**src/tasp_pkg.sv**
```systemverilog
`timescale 1ns / 1ps
`default_nettype none

package tasp_pkg;

    // Gap left after every rectangle and between shelves.
    localparam int PADDING   = 2;

    localparam int COORD_W   = 12;
    localparam int SIZE_W    = 13;
    localparam int POS_W     = 13;
    localparam int CURSOR_W  = 14;
    localparam int CFG_IDX_W = 3;
    localparam int CFG_DAT_W = 13;
    // Working width inside one step; holds cursor plus shelf plus padding plus height.
    localparam int WIDE_W    = 17;

    typedef struct packed {
        logic [COORD_W-1:0] left;
        logic [COORD_W-1:0] top;
        logic [SIZE_W-1:0]  width;
        logic [SIZE_W-1:0]  height;
    } t_area;

    typedef enum logic [1:0] {
        AREA_FIRST  = 2'd0,
        AREA_SECOND = 2'd1,
        AREA_DONE   = 2'd2
    } t_area_idx;

    typedef enum logic [CFG_IDX_W-1:0] {
        REG_FIRST_LEFT    = 3'd0,
        REG_FIRST_TOP     = 3'd1,
        REG_FIRST_WIDTH   = 3'd2,
        REG_FIRST_HEIGHT  = 3'd3,
        REG_SECOND_LEFT   = 3'd4,
        REG_SECOND_TOP    = 3'd5,
        REG_SECOND_WIDTH  = 3'd6,
        REG_SECOND_HEIGHT = 3'd7
    } t_cfg_reg;

endpackage

`default_nettype wire

```
**src/two_area_shelf_packer_top.sv**
```systemverilog
// Two-area shelf packer.
// Request channel: i_in_valid / o_in_stall carry one rectangle (width, height)
// per beat. Result channel: o_out_valid / i_out_stall carry placed, pos_x and
// pos_y, one result beat for every request beat, in request order.
// Configuration: i_cfg_valid / o_cfg_ready with a register index and data set
// the left, top, width and height of the two free areas. Write them only while
// no request is in flight; o_cfg_ready is always high.
// A request accepted into the input register moves on to the result register,
// which offers its result beat; while that register is full and stalled, the
// request waits. Throughput is one request per cycle when the receiver does not
// stall; each request sees the state left by the one before it.
// Reset (synchronous, active low) clears the area registers, returns the packer
// to the first area with its cursor at zero and empties both pipeline stages.
// When the receiver stalls, the result register holds; the input register still
// takes one more request, and o_in_stall rises only when both are full.
`timescale 1ns / 1ps
`default_nettype none

module two_area_shelf_packer_top (
    input  wire logic                           i_clk,
    input  wire logic                           i_rst_n,
    input  wire logic                           i_cfg_valid,
    output logic                                o_cfg_ready,
    input  wire logic [tasp_pkg::CFG_IDX_W-1:0] i_cfg_index,
    input  wire logic [tasp_pkg::CFG_DAT_W-1:0] i_cfg_data,
    input  wire logic                           i_in_valid,
    output logic                                o_in_stall,
    input  wire logic [tasp_pkg::SIZE_W-1:0]    i_rect_width,
    input  wire logic [tasp_pkg::SIZE_W-1:0]    i_rect_height,
    output logic                                o_out_valid,
    input  wire logic                           i_out_stall,
    output logic                                o_placed,
    output logic [tasp_pkg::POS_W-1:0]          o_pos_x,
    output logic [tasp_pkg::POS_W-1:0]          o_pos_y
);
    import tasp_pkg::*;

    t_area w_first;
    t_area w_second;

    tasp_cfg_regs u_cfg (
        .i_clk       (i_clk),
        .i_rst_n     (i_rst_n),
        .i_cfg_valid (i_cfg_valid),
        .o_cfg_ready (o_cfg_ready),
        .i_cfg_index (i_cfg_index),
        .i_cfg_data  (i_cfg_data),
        .o_first     (w_first),
        .o_second    (w_second)
    );

    tasp_core u_core (
        .i_clk         (i_clk),
        .i_rst_n       (i_rst_n),
        .i_first       (w_first),
        .i_second      (w_second),
        .i_in_valid    (i_in_valid),
        .o_in_stall    (o_in_stall),
        .i_rect_width  (i_rect_width),
        .i_rect_height (i_rect_height),
        .o_out_valid   (o_out_valid),
        .i_out_stall   (i_out_stall),
        .o_placed      (o_placed),
        .o_pos_x       (o_pos_x),
        .o_pos_y       (o_pos_y)
    );

endmodule

`default_nettype wire

```
**src/tasp_cfg_regs.sv**
```systemverilog
`timescale 1ns / 1ps
`default_nettype none

module tasp_cfg_regs (
    input  wire logic                           i_clk,
    input  wire logic                           i_rst_n,
    input  wire logic                           i_cfg_valid,
    output logic                                o_cfg_ready,
    input  wire logic [tasp_pkg::CFG_IDX_W-1:0] i_cfg_index,
    input  wire logic [tasp_pkg::CFG_DAT_W-1:0] i_cfg_data,
    output tasp_pkg::t_area                     o_first,
    output tasp_pkg::t_area                     o_second
);
    import tasp_pkg::*;

    t_area r_first;
    t_area r_second;

    assign o_cfg_ready = 1'b1;
    assign o_first     = r_first;
    assign o_second    = r_second;

    always_ff @(posedge i_clk) begin
        if (!i_rst_n) begin
            r_first  <= '0;
            r_second <= '0;
        end else if (i_cfg_valid && o_cfg_ready) begin
            unique case (t_cfg_reg'(i_cfg_index))
                REG_FIRST_LEFT:    r_first.left    <= i_cfg_data[COORD_W-1:0];
                REG_FIRST_TOP:     r_first.top     <= i_cfg_data[COORD_W-1:0];
                REG_FIRST_WIDTH:   r_first.width   <= i_cfg_data[SIZE_W-1:0];
                REG_FIRST_HEIGHT:  r_first.height  <= i_cfg_data[SIZE_W-1:0];
                REG_SECOND_LEFT:   r_second.left   <= i_cfg_data[COORD_W-1:0];
                REG_SECOND_TOP:    r_second.top    <= i_cfg_data[COORD_W-1:0];
                REG_SECOND_WIDTH:  r_second.width  <= i_cfg_data[SIZE_W-1:0];
                REG_SECOND_HEIGHT: r_second.height <= i_cfg_data[SIZE_W-1:0];
            endcase
        end
    end

endmodule

`default_nettype wire

```
**src/tasp_core.sv**
```systemverilog
`timescale 1ns / 1ps
`default_nettype none

module tasp_core (
    input  wire logic                         i_clk,
    input  wire logic                         i_rst_n,
    input  wire tasp_pkg::t_area              i_first,
    input  wire tasp_pkg::t_area              i_second,
    input  wire logic                         i_in_valid,
    output logic                              o_in_stall,
    input  wire logic [tasp_pkg::SIZE_W-1:0]  i_rect_width,
    input  wire logic [tasp_pkg::SIZE_W-1:0]  i_rect_height,
    output logic                              o_out_valid,
    input  wire logic                         i_out_stall,
    output logic                              o_placed,
    output logic [tasp_pkg::POS_W-1:0]        o_pos_x,
    output logic [tasp_pkg::POS_W-1:0]        o_pos_y
);
    import tasp_pkg::*;

    localparam logic [WIDE_W-1:0] PAD = WIDE_W'(PADDING);

    // Input register
    logic              r_in_valid;
    logic [SIZE_W-1:0] r_w;
    logic [SIZE_W-1:0] r_h;

    // Result register
    logic              r_out_valid;
    logic              r_placed;
    logic [POS_W-1:0]  r_pos_x;
    logic [POS_W-1:0]  r_pos_y;

    // Packer state
    t_area_idx           r_area;
    logic [CURSOR_W-1:0] r_cx;
    logic [CURSOR_W-1:0] r_cy;
    logic [SIZE_W-1:0]   r_sh;

    t_area_idx           n_area;
    logic [CURSOR_W-1:0] n_cx;
    logic [CURSOR_W-1:0] n_cy;
    logic [SIZE_W-1:0]   n_sh;
    logic                n_placed;
    logic [POS_W-1:0]    n_pos_x;
    logic [POS_W-1:0]    n_pos_y;

    logic              w_adv;
    logic              w_fire;
    t_area             w_cur;
    logic              w_active;
    logic              w_wrap;
    logic [WIDE_W-1:0] w_x;
    logic [WIDE_W-1:0] w_y;
    logic [SIZE_W-1:0] w_s;
    logic              w_fit_cur;
    logic              w_fit_nxt;
    logic [WIDE_W-1:0] w_w;
    logic [WIDE_W-1:0] w_h;
    logic [WIDE_W-1:0] w_px;
    logic [WIDE_W-1:0] w_py;
    logic [WIDE_W-1:0] w_ncx;

    assign w_adv       = !r_out_valid || !i_out_stall;
    assign w_fire      = r_in_valid && w_adv;
    assign o_in_stall  = r_in_valid && !w_adv;
    assign o_out_valid = r_out_valid;
    assign o_placed    = r_placed;
    assign o_pos_x     = r_pos_x;
    assign o_pos_y     = r_pos_y;

    assign w_w = WIDE_W'(r_w);
    assign w_h = WIDE_W'(r_h);

    // Trial in the current area, with the new-shelf step folded in, and in a fresh second area.
    always_comb begin
        w_cur    = (r_area == AREA_SECOND) ? i_second : i_first;
        w_active = (r_area == AREA_FIRST) || (r_area == AREA_SECOND);
        w_wrap   = (WIDE_W'(r_cx) + w_w) > WIDE_W'(w_cur.width);
        w_x      = w_wrap ? '0 : WIDE_W'(r_cx);
        w_y      = w_wrap ? (WIDE_W'(r_cy) + WIDE_W'(r_sh) + PAD) : WIDE_W'(r_cy);
        w_s      = w_wrap ? '0 : r_sh;
        w_fit_cur = w_active && (w_w <= WIDE_W'(w_cur.width))
                    && ((w_y + w_h) <= WIDE_W'(w_cur.height));
        // A fresh second area fits exactly when the rectangle fits its size.
        w_fit_nxt = (r_area == AREA_FIRST) && (w_w <= WIDE_W'(i_second.width))
                    && (w_h <= WIDE_W'(i_second.height));
        w_px  = WIDE_W'(w_cur.left) + w_x;
        w_py  = WIDE_W'(w_cur.top) + w_y;
        w_ncx = w_x + w_w + PAD;
    end

    always_comb begin
        n_area   = AREA_DONE;
        n_cx     = '0;
        n_cy     = '0;
        n_sh     = '0;
        n_placed = 1'b0;
        n_pos_x  = '0;
        n_pos_y  = '0;
        priority if (w_fit_cur) begin
            n_area   = r_area;
            n_placed = 1'b1;
            n_pos_x  = w_px[POS_W-1:0];
            n_pos_y  = w_py[POS_W-1:0];
            n_cx     = w_ncx[CURSOR_W-1:0];
            n_cy     = w_y[CURSOR_W-1:0];
            n_sh     = (w_s > r_h) ? w_s : r_h;
        end else if (w_fit_nxt) begin
            n_area   = AREA_SECOND;
            n_placed = 1'b1;
            n_pos_x  = POS_W'(i_second.left);
            n_pos_y  = POS_W'(i_second.top);
            n_cx     = CURSOR_W'(w_w + PAD);
            n_cy     = '0;
            n_sh     = r_h;
        end else begin
            n_area   = AREA_DONE;
        end
    end

    always_ff @(posedge i_clk) begin
        if (!i_rst_n) begin
            r_in_valid <= 1'b0;
        end else if (!o_in_stall) begin
            r_in_valid <= i_in_valid;
        end
    end

    always_ff @(posedge i_clk) begin
        if (i_in_valid && !o_in_stall) begin
            r_w <= i_rect_width;
            r_h <= i_rect_height;
        end
    end

    always_ff @(posedge i_clk) begin
        if (!i_rst_n) begin
            r_out_valid <= 1'b0;
        end else if (w_adv) begin
            r_out_valid <= r_in_valid;
        end
    end

    always_ff @(posedge i_clk) begin
        if (w_fire) begin
            r_placed <= n_placed;
            r_pos_x  <= n_pos_x;
            r_pos_y  <= n_pos_y;
        end
    end

    always_ff @(posedge i_clk) begin
        if (!i_rst_n) begin
            r_area <= AREA_FIRST;
            r_cx   <= '0;
            r_cy   <= '0;
            r_sh   <= '0;
        end else if (w_fire) begin
            r_area <= n_area;
            r_cx   <= n_cx;
            r_cy   <= n_cy;
            r_sh   <= n_sh;
        end
    end

    // Once both areas are used up the cursor stays cleared.
    a_done_cursor_zero: assert property (@(posedge i_clk) disable iff (!i_rst_n)
        (r_area == AREA_DONE) |-> (r_cx == '0 && r_cy == '0 && r_sh == '0))
        else $error("cursor not cleared after both areas were used up");

    // The packer never returns to the first area without a reset.
    a_area_forward: assert property (@(posedge i_clk) disable iff (!i_rst_n)
        (r_area != AREA_FIRST) |=> (r_area != AREA_FIRST))
        else $error("area index moved backward");

    // A failed placement carries a zero position.
    a_fail_zero_pos: assert property (@(posedge i_clk) disable iff (!i_rst_n)
        (r_out_valid && !r_placed) |-> (r_pos_x == '0 && r_pos_y == '0))
        else $error("failed placement with nonzero position");

    // State only advances when an item moves into the result register.
    a_state_hold: assert property (@(posedge i_clk) disable iff (!i_rst_n)
        !w_fire |=> ($stable(r_area) && $stable(r_cx) && $stable(r_cy) && $stable(r_sh)))
        else $error("packer state changed without a request");

    // Backpressure only when a request is held and the result cannot drain.
    a_stall_cause: assert property (@(posedge i_clk) disable iff (!i_rst_n)
        o_in_stall |-> (r_in_valid && r_out_valid && i_out_stall))
        else $error("input stalled without a full pipeline");

endmodule

`default_nettype wire

```
**config.mk**
```make
export PLATFORM = sky130hd
export DESIGN_NAME = two_area_shelf_packer_top
export DESIGN_NICKNAME = d
export VERILOG_FILES = /design/src/tasp_pkg.sv /design/src/two_area_shelf_packer_top.sv /design/src/tasp_cfg_regs.sv /design/src/tasp_core.sv
export SDC_FILE = /design/constraint.sdc
export NUM_CORES = 1
export LEC_CHECK = 0
export ABC_AREA = 1
export BUFFER_PORTS_ARGS = -buffer_cell sky130_fd_sc_hd__buf_2
export CELL_PAD_IN_SITES_DETAIL_PLACEMENT = 0
export CELL_PAD_IN_SITES_GLOBAL_PLACEMENT = 1
export CORE_MARGIN = 3
export CORE_UTILIZATION = 36
export CTS_CLUSTER_SIZE = 16
export DETAILED_ROUTE_END_ITERATION = 12
export PLACE_DENSITY = 0.75
export SYNTH_ARGS = -nofsm -noshare
export SYNTH_HDL_FRONTEND = slang
export SYNTH_SLANG_ARGS = --single-unit
```
**constraint.sdc**
```tcl
create_clock -name i_clk -period 16.25 [get_ports i_clk]
set_clock_uncertainty 0.2 [all_clocks]
set_input_delay 0.8125 -clock i_clk [delete_from_list [all_inputs] [get_ports i_clk]]
set_output_delay 0.8125 -clock i_clk [all_outputs]
set_load 0.01 [all_outputs]
```
==> impl_results.md <==
- Port buffer count: 75
- CP arrival: 9.49 ns
- Final count of hold timing violations: 0
- Warnings, synthesis: 0
- R2r setup slk: 6.74 ns
- Max Cap Viol: 0
- Dpl cell area: 15,200 um2
- Reg2reg path depth: 38
- Finished Cell Area: 15,800 um2
- Yosys top cell area share: 20.2%
- Static leakage: a little over 7 nW
- Largest net degree at the start of global routing: 104
- Synth Register Bits: 198
- Post-Syn Area: 14,400 um2
- Endpoints failing setup: 0
- Slew Viols, Final: 0
- Fmax: ~0.11 GHz
- Share of layout cells above drive strength 1: 7.78%
- Maximum clock path buffer count: 2
- Starting Density: between 30% and 40%
- IO Count: 77
- Dpl ws: 6.75 ns
- Dominant synthesized flop cell: dfxtp_1
- Final nets: around 2,300
- Area growth from synthesis to layout: 9.50%
- Num Clock Sinks: 198
- DR iter-0 viols: 832
- Power Dens Cells: 85.6 nW/um2
- Post-CTS Hold Fix Bufs: 0
- Hold Path Origin: u_cfg.o_first[39]$_SDFFE_PN0P_
- Sequential area share after synthesis: 31.2%
- WHS: 0.279 ns
- Area of the core: 39,100 um2
- Min Tclk post-route: 9.51 ns
- Reg2Reg Launch Point: u_core.r_w[4]$_DFFE_PP_
- Post-synth cell types: slightly below 50
- Reg clk slew, reported paths: 0.08 ns
- Routed Antenna Nets: 0
- Antenna violations before repair: 0
- Latest clock arrival within the worst-skew pair: around 0.46 ns
- GPL Wtd Cong: 0.871
- Required @ worst endpoint: 16.23 ns
- PostCTS Resize Cnt: 0
- Setup bufs post-CTS: 0
- Worst hold-check path type: reg2reg
- Status: complete, no violations
- Post-route DRC: 0
- Vias per cell: 5.09
- CP max stage delay: 0.65 ns
- Cell taking the most area after synthesis: dfxtp_1
- Synth Area per Inst: between 7 and 8 um2
- DP Wirelength: roughly 36,000 um
- Num CTS Buffers: 17
- RSZ-0062 raised after global routing: false
- Die Wd: 206 um
- DR vias: 13,171
- Die height: 206 um
- Setup TNS Final: 0 ns
- Post-synth EDFFs: 53
- Die Area: 42,400 um2
- Vias in the first global route: 13,002
- Period Utilization, post-route: 58.5%
- R2R Path End: u_core.o_pos_x[1]$_DFFE_PP_
- Most used cell, CP: nand2_1
- Setup WS post-layout: ~6.7 ns
- Startpoint types: register
- Worst setup EP type: register
- CTS tree: yes
- Post-Route WL: 46,400 um
- Diode count: 0
- Critical path class: reg2reg
- Synthesized instance count: a little over 2,000
- FP Rows: 72
- Global-route wire length before repair: 71,900 um
- Worst rel slew slack: about a quarter
- H-tree depth: 4
- FFs w/ async S/R, synth: 0%
- Hold Path Depth: 2
- Critical path fanouts, max: 54
- Slowest cell on the critical path: nand3_4
- GR Overflow Total: 0
- Worst vdd ir: 83.1 uV
- Syn nets: ~2,200
- Synth top area cells: dfxtp_1, ha_1, edfxtp_1
- Total GRT Usage: 22.0%
- Slew @ Worst Pin: 1.14 ns
- Average routed wire per standard cell: 17.9 um
- CTS root buf: clkbuf_16
- Drt first pass iters: 5
- Hold Path End: u_cfg.o_first[39]$_SDFFE_PN0P_
[routing by layer]
metal / vias to the layer above / track usage (%) / part of all wire [%]
li1: 6808 / - / -
met1: 6074 / 27.3 / 44
met2: 244 / 40.2 / 50
met3: 45 / 2.95 / 3.6
met4: 0 / 5.67 / 2.0
met5: - / 0 / 0
[power breakdown]
| group | internal [mW] | switching [mW] | leakage, nW |
|---|---|---|---|
| clock | 0.230 | 0.215 | 0.297 |
| sequential | 0.529 | 0.0233 | 1.69 |
| combinational | 0.114 | 0.238 | 5.16 |
| total | 0.873 | 0.477 | 7.14 |
[state kept, by name, indices dropped and copies added (netlist names)]
signal              cells
u_core.r_w             13
u_cfg.o_first          50
u_core.r_area           2
u_core.o_pos_y         13
u_core.o_pos_x         13
u_core.r_cx            14
u_core.o_out_valid      1
u_core.r_in_valid       1
u_core.r_h             13
u_core.r_cy            14
u_core.o_placed         1
u_core.r_sh            13
u_cfg.o_second         50
[through the flow]
step	total power [mW]	cells	util, %
2_1_floorplan	0.812	2026	-
3_3_place_gp	0.912	2555	38.8
3_5_place_dp	0.915	2555	38.8
4_1_cts	1.36	2587	40.3
5_1_grt	1.43	2587	40.3
6_report	1.35	2587	40.3
[final cells by class]
type | count | area (um2)
flip-flops and latches | 198 | 4490
fillers | 4147 | 23300
clock inverters | 12 | 130
well taps | 518 | 648
multi-input cells | 1525 | 8730
clock buffers | 20 | 468
repair buffers | 82 | 428
inverters | 232 | 871
[cell usage in the layout (no fill, tap or decap), types with 5 or more instances in the layout]
cell type    n
fa_1         6
nand2_1    396
a21oi_1    210
xor2_1      39
nand3b_1     7
inv_2        7
a21o_1       9
nand2_2     12
ha_1       169
nor2_1     275
nand3_1     84
mux2_2       8
nand4_1     30
buf_2       75
xnor2_1     17
inv_1      224
buf_4        7
clkbuf_16   18
o21bai_1     5
edfxtp_1    53
inv_6        5
nor3_1      15
o21ai_0    183
a31oi_1      9
o22ai_1     10
dfxtp_1    145
[synthesized netlist by cell type (7+ instances only)]
cell / number
inv_1: 224
xnor2_1: 17
o22ai_1: 10
a31oi_1: 9
nand2_2: 10
clkbuf_1: 53
nand3b_1: 7
a21oi_1: 210
nand4_1: 30
xor2_1: 39
nor2_1: 275
edfxtp_1: 53
dfxtp_1: 145
nand2_1: 398
buf_1: 7
o21ai_0: 183
nand3_1: 84
a21o_1: 9
nor3_1: 15
ha_1: 169
mux2_2: 8
inv_2: 7
[how the worst max path moves through the flow]
| stage | start | end | slack [ns] | cells past startpoint |
|---|---|---|---|---|
| 4_1_cts | u_core.r_w[4]$_DFFE_PP_ | u_core.o_pos_y[11]$_DFFE_PP_ | 6.73 | 38 |
| 6_report | u_core.r_w[4]$_DFFE_PP_ | u_core.o_pos_x[1]$_DFFE_PP_ | 6.74 | 38 |
| 5_1_grt | u_core.r_w[2]$_DFFE_PP_ | u_core.o_pos_x[9]$_DFFE_PP_ | 5.74 | 38 |
| 3_3_place_gp | u_core.r_w[3]$_DFFE_PP_ | u_core.o_pos_y[11]$_DFFE_PP_ | 6.91 | 38 |
| 3_5_place_dp | u_core.r_w[2]$_DFFE_PP_ | u_core.o_pos_y[11]$_DFFE_PP_ | 6.75 | 38 |
| 2_1_floorplan | u_core.r_w[3]$_DFFE_PP_ | u_core.o_pos_x[3]$_DFFE_PP_ | 9.42 | 38 |
[cells by family (layout without fill, tap and decap cells)]
kind of cell    count (synthesis)  after routing  share of synthesized area [%]
simple gates                  842            842                           24.8
compound gates                443            443                           16.2
buf+inv                       303            346                           8.21
flops                         198            198                           31.2
fa+ha+maj                     175            175                           15.5
xor+xnor                       56             56                           3.41
mux                             8              8                          0.626
other cells                     1              1                         0.0260
[critical path, delay by kind of cell, from the launching register on]
family	cells	cell delay, ns
AO/OA/AOI/OAI	9	2.57
XOR/XNOR	2	0.31
adder cells (fa/ha/maj)	4	1.44
buffers and inverters	5	1.17
flip-flops	1	0.55
AND/OR/NAND/NOR	18	2.95
Note: power is estimated with default switching activity, not from simulation.
